`config.mk`:
```
export PLATFORM = sky130hd
export DESIGN_NAME = sha256_block_compressor_unit
export DESIGN_NICKNAME = d
export VERILOG_FILES = /design/src/sv/sbc_pkg.sv /design/src/sv/sbc_front.sv /design/src/sv/sbc_back.sv /design/src/sv/sha256_block_compressor_unit.sv
export SDC_FILE = /design/constraint.sdc
export NUM_CORES = 2
export LEC_CHECK = 0
export BUFFER_PORTS_ARGS = -buffer_cell sky130_fd_sc_hd__clkbuf_2
export CORE_MARGIN = 3
export CORE_UTILIZATION = 40
export DETAILED_ROUTE_END_ITERATION = 16
export HOLD_SLACK_MARGIN = 0.08
export SLEW_MARGIN = 10
export SYNTH_ARGS = -nofsm -noshare
export SYNTH_HDL_FRONTEND = slang
export SYNTH_SLANG_ARGS = --single-unit
export TNS_END_PERCENT = 50
```
`constraint.sdc`:
```
create_clock -name i_clk -period 27.1 [get_ports i_clk]
set_clock_uncertainty 0.2 [all_clocks]
set_input_delay 1.355 -clock i_clk [delete_from_list [all_inputs] [get_ports i_clk]]
set_output_delay 1.355 -clock i_clk [all_outputs]
set_load 0.05 [all_outputs]
```
`src/sv/sbc_pkg.sv`:
```
// Shared types, round constants and mixing functions for the SHA-256 block compressor.
package sbc_pkg;

    typedef logic [31:0] t_word;

    typedef struct packed {
        t_word      word;
        logic [3:0] idx;
        logic       start;
        logic       last;
        logic       final_blk;
    } t_entry;

    localparam int FIFO_DEPTH = 4;
    localparam int FIFO_AW    = $clog2(FIFO_DEPTH);
    localparam int BLOCK_WORDS = 16;
    localparam int ROUNDS      = 64;

    localparam t_word INIT_HASH [8] = '{
        32'h6a09e667, 32'hbb67ae85, 32'h3c6ef372, 32'ha54ff53a,
        32'h510e527f, 32'h9b05688c, 32'h1f83d9ab, 32'h5be0cd19
    };

    localparam t_word ROUND_K [64] = '{
        32'h428a2f98, 32'h71374491, 32'hb5c0fbcf, 32'he9b5dba5,
        32'h3956c25b, 32'h59f111f1, 32'h923f82a4, 32'hab1c5ed5,
        32'hd807aa98, 32'h12835b01, 32'h243185be, 32'h550c7dc3,
        32'h72be5d74, 32'h80deb1fe, 32'h9bdc06a7, 32'hc19bf174,
        32'he49b69c1, 32'hefbe4786, 32'h0fc19dc6, 32'h240ca1cc,
        32'h2de92c6f, 32'h4a7484aa, 32'h5cb0a9dc, 32'h76f988da,
        32'h983e5152, 32'ha831c66d, 32'hb00327c8, 32'hbf597fc7,
        32'hc6e00bf3, 32'hd5a79147, 32'h06ca6351, 32'h14292967,
        32'h27b70a85, 32'h2e1b2138, 32'h4d2c6dfc, 32'h53380d13,
        32'h650a7354, 32'h766a0abb, 32'h81c2c92e, 32'h92722c85,
        32'ha2bfe8a1, 32'ha81a664b, 32'hc24b8b70, 32'hc76c51a3,
        32'hd192e819, 32'hd6990624, 32'hf40e3585, 32'h106aa070,
        32'h19a4c116, 32'h1e376c08, 32'h2748774c, 32'h34b0bcb5,
        32'h391c0cb3, 32'h4ed8aa4a, 32'h5b9cca4f, 32'h682e6ff3,
        32'h748f82ee, 32'h78a5636f, 32'h84c87814, 32'h8cc70208,
        32'h90befffa, 32'ha4506ceb, 32'hbef9a3f7, 32'hc67178f2
    };

    function automatic t_word big_s0(input t_word x);
        big_s0 = {x[1:0], x[31:2]} ^ {x[12:0], x[31:13]} ^ {x[21:0], x[31:22]};
    endfunction

    function automatic t_word big_s1(input t_word x);
        big_s1 = {x[5:0], x[31:6]} ^ {x[10:0], x[31:11]} ^ {x[24:0], x[31:25]};
    endfunction

    function automatic t_word small_s0(input t_word x);
        small_s0 = {x[6:0], x[31:7]} ^ {x[17:0], x[31:18]} ^ {3'b000, x[31:3]};
    endfunction

    function automatic t_word small_s1(input t_word x);
        small_s1 = {x[16:0], x[31:17]} ^ {x[18:0], x[31:19]} ^ {10'b0, x[31:10]};
    endfunction

endpackage

```
`src/sv/sbc_front.sv`:
```
// Front end: accepts message words, tags block position and flags, queues them.
module sbc_front (
    input  logic           i_clk,
    input  logic           i_rst_n,
    input  logic           i_valid,
    output logic           o_stall,
    input  sbc_pkg::t_word i_message_word,
    input  logic           i_start_message,
    input  logic           i_final_block,
    output logic           o_entry_valid,
    output sbc_pkg::t_entry o_entry,
    input  logic           i_pop
);
    import sbc_pkg::*;

    t_entry             r_fifo [FIFO_DEPTH];
    logic [FIFO_AW-1:0] r_wr_ptr;
    logic [FIFO_AW-1:0] r_rd_ptr;
    logic [FIFO_AW:0]   r_fill;
    logic [3:0]         r_count;
    logic               r_final_pend;

    logic       push;
    logic       pop;
    logic [3:0] idx;
    logic       fin_blk;
    t_entry     entry;

    assign o_stall       = (r_fill == (FIFO_AW+1)'(FIFO_DEPTH));
    assign push          = i_valid && !o_stall;
    assign o_entry_valid = (r_fill != '0);
    assign pop           = i_pop && o_entry_valid;
    assign o_entry       = r_fifo[r_rd_ptr];

    always_comb begin
        idx             = i_start_message ? 4'd0 : r_count;
        fin_blk         = i_final_block || (!i_start_message && r_final_pend);
        entry.word      = i_message_word;
        entry.idx       = idx;
        entry.start     = i_start_message;
        entry.last      = &idx;
        entry.final_blk = fin_blk;
    end

    always_ff @(posedge i_clk) begin
        if (!i_rst_n) begin
            r_wr_ptr     <= '0;
            r_rd_ptr     <= '0;
            r_fill       <= '0;
            r_count      <= '0;
            r_final_pend <= 1'b0;
        end else begin
            if (push) begin
                r_fifo[r_wr_ptr] <= entry;
                r_wr_ptr         <= r_wr_ptr + FIFO_AW'(1);
                r_count          <= entry.last ? 4'd0 : idx + 4'd1;
                r_final_pend     <= entry.last ? 1'b0 : fin_blk;
            end
            if (pop) begin
                r_rd_ptr <= r_rd_ptr + FIFO_AW'(1);
            end
            if (push && !pop) begin
                r_fill <= r_fill + (FIFO_AW+1)'(1);
            end else if (pop && !push) begin
                r_fill <= r_fill - (FIFO_AW+1)'(1);
            end
        end
    end

endmodule

```
`src/sv/sbc_back.sv`:
```
// Back end: schedule window, 64-round compression, chaining update and digest output.
module sbc_back (
    input  logic            i_clk,
    input  logic            i_rst_n,
    input  logic            i_entry_valid,
    input  sbc_pkg::t_entry i_entry,
    output logic            o_pop,
    output logic            o_valid,
    input  logic            i_stall,
    output sbc_pkg::t_word  o_digest_word,
    output logic [2:0]      o_digest_index,
    output logic            o_last_word
);
    import sbc_pkg::*;

    typedef enum logic [1:0] {ST_GATHER, ST_ROUND, ST_ADD, ST_EMIT} t_state;

    t_state     r_state;
    t_word      r_cv  [8];
    t_word      r_v   [8];
    t_word      r_win [BLOCK_WORDS];
    logic [5:0] r_round;
    logic       r_final;
    logic [2:0] r_emit_idx;
    logic       r_out_valid;
    t_word      r_out_word;
    logic [2:0] r_out_idx;
    logic       r_out_last;

    t_word t1;
    t_word t2;
    t_word ch;
    t_word maj;
    t_word w_next;
    logic  out_free;

    assign o_pop          = (r_state == ST_GATHER) && i_entry_valid;
    assign o_valid        = r_out_valid;
    assign o_digest_word  = r_out_word;
    assign o_digest_index = r_out_idx;
    assign o_last_word    = r_out_last;
    assign out_free       = !r_out_valid || !i_stall;

    always_comb begin
        ch     = (r_v[4] & r_v[5]) ^ (~r_v[4] & r_v[6]);
        maj    = (r_v[0] & r_v[1]) ^ (r_v[0] & r_v[2]) ^ (r_v[1] & r_v[2]);
        t1     = r_v[7] + big_s1(r_v[4]) + ch + ROUND_K[r_round] + r_win[0];
        t2     = big_s0(r_v[0]) + maj;
        w_next = small_s1(r_win[14]) + r_win[9] + small_s0(r_win[1]) + r_win[0];
    end

    always_ff @(posedge i_clk) begin
        if (!i_rst_n) begin
            r_state     <= ST_GATHER;
            r_round     <= '0;
            r_final     <= 1'b0;
            r_emit_idx  <= '0;
            r_out_valid <= 1'b0;
            for (int k = 0; k < 8; k++) begin
                r_cv[k] <= INIT_HASH[k];
            end
        end else begin
            if (r_out_valid && !i_stall && (r_state != ST_EMIT)) begin
                r_out_valid <= 1'b0;
            end
            case (r_state)
                ST_GATHER: begin
                    if (i_entry_valid) begin
                        r_win[i_entry.idx] <= i_entry.word;
                        if (i_entry.start) begin
                            for (int k = 0; k < 8; k++) begin
                                r_cv[k] <= INIT_HASH[k];
                            end
                        end
                        if (i_entry.last) begin
                            for (int k = 0; k < 8; k++) begin
                                r_v[k] <= r_cv[k];
                            end
                            r_final <= i_entry.final_blk;
                            r_round <= '0;
                            r_state <= ST_ROUND;
                        end
                    end
                end
                ST_ROUND: begin
                    for (int k = 0; k < BLOCK_WORDS - 1; k++) begin
                        r_win[k] <= r_win[k+1];
                    end
                    r_win[BLOCK_WORDS-1] <= w_next;
                    r_v[7]  <= r_v[6];
                    r_v[6]  <= r_v[5];
                    r_v[5]  <= r_v[4];
                    r_v[4]  <= r_v[3] + t1;
                    r_v[3]  <= r_v[2];
                    r_v[2]  <= r_v[1];
                    r_v[1]  <= r_v[0];
                    r_v[0]  <= t1 + t2;
                    r_round <= r_round + 6'd1;
                    if (&r_round) begin
                        r_state <= ST_ADD;
                    end
                end
                ST_ADD: begin
                    for (int k = 0; k < 8; k++) begin
                        r_cv[k] <= r_cv[k] + r_v[k];
                    end
                    r_emit_idx <= '0;
                    r_state    <= r_final ? ST_EMIT : ST_GATHER;
                end
                ST_EMIT: begin
                    if (out_free) begin
                        r_out_valid <= 1'b1;
                        r_out_word  <= r_cv[r_emit_idx];
                        r_out_idx   <= r_emit_idx;
                        r_out_last  <= &r_emit_idx;
                        r_emit_idx  <= r_emit_idx + 3'd1;
                        if (&r_emit_idx) begin
                            r_state <= ST_GATHER;
                        end
                    end
                end
                default: begin
                    r_state <= ST_GATHER;
                end
            endcase
        end
    end

endmodule

```
`src/sv/sha256_block_compressor_unit.sv`:
```
// SHA-256 block compressor: takes padded message words and returns the eight digest words.
//
// Input channel: i_valid with o_stall; a word is taken on a rising edge with i_valid high
// and o_stall low. Words arrive big-endian, sixteen to a block; i_start_message on a word
// reloads the initial hash and makes that word the first of a block; i_final_block on any
// word of a block marks the block as the message's last.
// Output channel: o_valid with i_stall; after a final block the eight digest words leave
// in order, index 0 (most significant) first, o_last_word set on index 7.
// Words pass through a four-entry queue into the compression engine. The engine takes one
// queued word per cycle while words are queued, then after the sixteenth runs one SHA-256
// round per cycle, then the chaining add. While the engine runs, the queue keeps taking
// words until it holds four. A final block adds the output of the eight digest words,
// one word per cycle when the receiver does not stall.
// Reset clears the queue, block position and output, and loads the initial hash. A stall
// on the output holds the current digest word; the engine waits while digest words remain
// to be loaded and goes back to taking words once the last one sits in the output register.
module sha256_block_compressor_unit (
    input  logic        i_clk,
    input  logic        i_rst_n,
    input  logic        i_valid,
    output logic        o_stall,
    input  logic [31:0] i_message_word,
    input  logic        i_start_message,
    input  logic        i_final_block,
    output logic        o_valid,
    input  logic        i_stall,
    output logic [31:0] o_digest_word,
    output logic [2:0]  o_digest_index,
    output logic        o_last_word
);
    import sbc_pkg::*;

    logic   entry_valid;
    t_entry entry;
    logic   pop;

    sbc_front u_front (
        .i_clk           (i_clk),
        .i_rst_n         (i_rst_n),
        .i_valid         (i_valid),
        .o_stall         (o_stall),
        .i_message_word  (i_message_word),
        .i_start_message (i_start_message),
        .i_final_block   (i_final_block),
        .o_entry_valid   (entry_valid),
        .o_entry         (entry),
        .i_pop           (pop)
    );

    sbc_back u_back (
        .i_clk          (i_clk),
        .i_rst_n        (i_rst_n),
        .i_entry_valid  (entry_valid),
        .i_entry        (entry),
        .o_pop          (pop),
        .o_valid        (o_valid),
        .i_stall        (i_stall),
        .o_digest_word  (o_digest_word),
        .o_digest_index (o_digest_index),
        .o_last_word    (o_last_word)
    );

endmodule
```
### Word-level counts from Yosys, hierarchy flattened

Memory sizes are Yosys's and may differ from the RTL's. A register that Yosys moved wholly into a read port is not among the register bits.
Index checks and enable logic that the tools add are counted.

| word-level totals | value |
|---|---|
| memory bits (read-only) | 2048 |
| memory bits (writable) | 1180 |
| output and inout port bits | 38 |
| input port bits | 38 |
| word-level logic and storage cells | 200 |
| bits in registers | 29 |
| memories | 5 |

| operators by class | value |
|---|---|
| add/subtract/negate cells | 25 |
| bitwise operators | 42 |
| reduce and logical (&&, ||, !) cells | 30 |
| mux-type cells | 75 |
| magnitude comparators | 1 |
| equality and inequality tests | 10 |

Memories:

| memory | depth | width | rd ports | clocked after Yosys merged registers in | wr ports | line | source |
|---|---|---|---|---|---|---|---|
| (no name shown) | 64 | 32 | 1 | 0 | 0 | sbc_back.sv:47 | `t1 = r_v[7] + big_s1(r_v[4]) + ch + ROUND_K[r_round] + r_win[0];` |
| u_back.r_win | 16 | 32 | 16 | 0 | 16 | sbc_back.sv:21 | `t_word r_win [BLOCK_WORDS];` |
| u_back.r_cv | 8 | 32 | 9 | 1 | 8 | sbc_back.sv:19 | `t_word r_cv [8];` |
| u_back.r_v | 8 | 32 | 8 | 0 | 8 | sbc_back.sv:20 | `t_word r_v [8];` |
| u_front.r_fifo | 4 | 39 | 1 | 1 | 1 | sbc_front.sv:16 | `t_entry r_fifo [FIFO_DEPTH];` |

Operators with widths:

| kind | count |
|---|---|
| $mux 32 | 27 |
| $add 32x32->32 | 18 |
| $xor 32x32->32 | 9 |
| $and 32x32->32 | 5 |
| $not 32->32 | 1 |
| $reduce_or 32->1 | 1 |
| $xor 32x22->32 | 1 |
| $xor 32x29->32 | 1 |
| $mux 1 | 29 |
| $or 1x1->1 | 24 |
| $mux 2 | 8 |
| $mux 4 | 3 |
| $mux 6 | 2 |
| $pmux 6 s2 | 1 |
| $reduce_and 3->1 | 4 |
| $mux 3 | 3 |
| $logic_and 1x1->1 | 8 |
| $ne 2x1->1 const B | 4 |
| $pmux 2 s4 | 1 |
| $ge 7x7->1 const B | 1 |
| $not 6->7 | 1 |
| $add 3x1->3 const B | 2 |
| $add 6x1->6 const B | 1 |
| $logic_not 1->1 | 6 |
| other kinds (16) | 22 |

### Logic depth before layout (Yosys ltp)

| depth | value |
|---|---|
| depth after elaboration | 8 |
| mapped depth | 39 |
| depth with buffers taken out | 37 |

### By module

Synthesis repeated with hierarchy kept, for this count alone.

| unflattened totals | value |
|---|---|
| cell total of the unflattened synthesis | 7053 |
| area total of the unflattened synthesis | 76970.1 µm² |

By module, submodules not included:

| module | instances | sequential area each (µm²) | cells each | area an instance (µm²) |
|---|---|---|---|---|
| sbc_back | 1 | 31770.5 | 6765 | 70587.7 |
| sbc_front | 1 | 4964.8 | 288 | 6382.4 |

### Worst setup path before layout

Ideal clock, no wire load.

| path | value |
|---|---|
| path type | input -> register |
| start | input i_rst_n |
| end | memory u_back.r_v[0][0] (netlist bit), enable pin |
| path buffers | 4 |
| setup slack | 18372 ps |
| required time | 24945 ps |
| setup time | 1955 ps |
| data arrival time | 6572 ps |
| stages | 6 |
| cells stage by stage | clkbuf_1 -> nand2_1 -> clkbuf_1 -> clkbuf_1 -> buf_1 -> nand2_1 |

RTL lines:

| element | line | source |
|---|---|---|
| start, declared | sha256_block_compressor_unit.sv:19 | `input logic i_rst_n,` |
| end, declared | sbc_back.sv:20 |  |

==> results.json <==
{
  "die_h_um": 445,
  "reg2reg_slack_ns": 16.71,
  "tightest_slew_ns": 1.20,
  "cts.sinks": 1243,
  "layout.nets": 7528,
  "die_area_um2": 198000,
  "r2r_end": "u_back.r_v[0][30]$_DFFE_PP_",
  "hold-worst-slack_ns": 0.278,
  "synth_top_cell_area_share_pct": 46.2,
  "ys_warn_count": 0,
  "die_w_um": 445,
  "cp_data_required_time_ns": 27.41,
  "cts_max_path_buffers": 3,
  "start_util_pct": 40.3,
  "holdPathEnd": "u_front.r_count[1]$_SDFFE_PN0P_",
  "synth_area_leaders": "edfxtp_1, ha_1, a21o_1",
  "worst_ep_arrival_time_ns": 10.69,
  "min_path_cells": 2,
  "period_minus_slack_ns": 10.39,
  "clockRootBuffer": "clkbuf_16",
  "dp_slack_ns": 16.86,
  "ctsResizeCount": 0,
  "cp_slowest_stage_delay_ns": 0.74,
  "cp_max_fo": 22,
  "synthCells": 6937,
  "cts_tree": "done",
  "avgRoutedWirePerCell_um": 26.2,
  "multi_input_area_um2": 38100,
  "yosysMostFrequentCell": "edfxtp_1",
  "synthFlopType": "edfxtp_1",
  "cts_buffers": 148,
  "hold_start": "u_front.r_count[1]$_SDFFE_PN0P_",
  "hold_path.class": "flip-flop to flip-flop",
  "critPathLaunchType": "flip-flop",
  "drt_first_pass_iters": 6,
  "drive_gt1_share_pct": 9.26,
  "status": "finished clean",
  "worst_slack_ns": 16.71,
  "slew_viol_final": 0,
  "setup_viol": 0,
  "vias_per_cell": 5.82,
  "synth.top_cells.by_count": "edfxtp_1, nand2_1, a21o_1",
  "max-cap-violations": 0,
  "path_class": "flip-flop to flip-flop",
  "clkTransAtPathRegs_ns": 0.06,
  "clkLatencyLatePin_ns": 0.84,
  "fin_tns_setup_ns": 0,
  "grt-ovfl-total": 0,
  "io_pins": 76,
  "ant_nets": 0,
  "drc": 0,
  "hpwl_um": 181000,
  "async_reset_ff_share_pct": 0,
  "grt_usage_pct": 24.9,
  "max_freq_mhz": 96.3,
  "numPortBuffers": 75,
  "post-route-period-util_pct": 38.3,
  "hold_viol_final": 0,
  "ys_ff_latch": 1243,
  "core-area_um2": 191000,
  "synth.distinct_cells": 88,
  "synth_nets": 7572,
  "crit_buf_inv": 4,
  "grt_pass1_wl_um": 368000,
  "ctsHoldBuffers": 0,
  "synthToLayoutAreaGrowth_pct": 10.5,
  "yosys.area.top_type": "edfxtp_1",
  "drt_iter0_markers": 5018,
  "grt_pass1_vias": 55200,
  "antenna_found_initial": 8,
  "reg2reg_depth": 34,
  "post-cts-setup-buffers": 0,
  "wirelength_um": 249000,
  "n_fill_cell": 17600,
  "htree_num_levels": 4,
  "synth.avg_cell_area_um2": 11.1,
  "critPathTopFamily": "compound AO/OA/AOI/OAI gates",
  "crit_path_top_delay_cell": "ha_1",
  "grt_max_degree": 186,
  "synthesis.area_um2": 77000,
  "synth_edf_count": 1184,
  "vias": 55400,
  "rsz0062_at_grt": "false",
  "seq_area_frac_synth_pct": 47.7,
  "rows": 160,
  "slew_headroom_pct": 19.6,
  "place_area_um2": 80200,
  "fin_area_um2": 85100,
  "cp-end-kind": "flip-flop",
  "cp_common_cell": "a21oi_1",
  "regArea_um2": 36800,
  "r2r_start": "u_back.r_round[1]$_SDFFE_PN0P_",
  "place_congestion": 0.935
}
-- layer usage --
metal  vias up  track usage, %  share of wire [%]
li1      25200               -                  -
met1     28000            32.2                 42
met2      1883            41.9                 48
met3       416            3.43                5.7
met4         2            10.4                4.4
met5         -               0             0.0048
-- cell type report --
type / instances / area share, %
multi-input combinational: 5056 / 44.7
clock buffer: 193 / 4.64
sequential: 1243 / 43.2
timing repair buffer: 196 / 1.55
inverter: 248 / 1.10
antenna: 9 / 0.0265
clock inverter: 69 / 1.04
tap: 2511 / 3.69
-- registers in the layout, indices dropped and copies added (netlist names), named ones only --
name,cells
u_front.r_count,4
u_back.r_cv,256
u_back.r_final,1
u_back.r_emit_idx,3
u_back.r_v,256
u_back.o_digest_index,3
u_back.r_win,512
u_front.r_fill,3
u_front.r_rd_ptr,2
u_back.r_state,2
u_back.o_valid,1
u_back.o_digest_word,32
u_front.r_fifo,156
u_front.r_wr_ptr,2
u_back.o_last_word,1
u_back.r_round,6
u_front.r_final_pend,1
-- worst min-delay path, delay by kind of cell (launching register included) --
family,cells,cell delay [ns]
flops,1,0.32
compound gates,1,0.06
simple gates,1,0.06
-- worst max path at each step --
stage                                               from                           to  depth (start not counted)
after floorplan                                  i_rst_n   u_back.r_v[0][0]$_DFFE_PP_                          6
after global placement    u_back.r_round[1]$_SDFFE_PN0P_  u_back.r_v[0][31]$_DFFE_PP_                         35
after detailed placement  u_back.r_round[1]$_SDFFE_PN0P_  u_back.r_v[0][31]$_DFFE_PP_                         35
after CTS                 u_back.r_round[1]$_SDFFE_PN0P_  u_back.r_v[0][31]$_DFFE_PP_                         35
after global routing      u_back.r_round[1]$_SDFFE_PN0P_  u_back.r_v[0][30]$_DFFE_PP_                         34
final                     u_back.r_round[1]$_SDFFE_PN0P_  u_back.r_v[0][30]$_DFFE_PP_                         34
-- kinds of logic (layout without fill, tap and decap cells) --
| kind of cell | after synthesis | in the layout | share of synthesized area, % |
|---|---|---|---|
| XOR/XNOR | 545 | 545 | 6.24 |
| other | 0 | 9 | 0 |
| buffers and inverters | 638 | 706 | 3.14 |
| flip-flops | 1243 | 1243 | 47.7 |
| AO/OA/AOI/OAI | 1842 | 1842 | 15.9 |
| adder cells (fa/ha/maj) | 623 | 623 | 12.0 |
| AND/OR/NAND/NOR | 1861 | 1861 | 10.8 |
| multiplexers | 185 | 185 | 4.23 |
-- cells in the final DEF, fill, tap and decap left out, types with 50 or more instances in the layout --
master and instances:
edfxtp_1 1184, nand2_1 978, a21o_1 667, ha_1 401, xnor2_1 378, a21oi_1 357
o21ai_0 337, nor2_1 312, inv_1 241, fa_1 196, xor2_1 165, clkbuf_16 149
buf_4 118, mux4_2 106, nor3_1 103, nor2b_1 92, nand3_1 85, clkbuf_2 75
o21a_1 72, nand2b_1 64, mux2_2 59, a211oi_1 58, a31oi_1 50, dfxtp_1 50
-- metrics by stage --
| step | util, % | cells |
|---|---|---|
| 2_1_floorplan | - | 6937 |
| 3_3_place_gp | 42.0 | 9254 |
| 3_5_place_dp | 42.0 | 9254 |
| 4_1_cts | 44.6 | 9516 |
| 5_1_grt | 44.6 | 9520 |
| 6_report | 44.6 | 9525 |
Power is left out: the tool's default activity adds up to more than one toggle a clock period on the data nets, which glitch-free logic cannot reach.
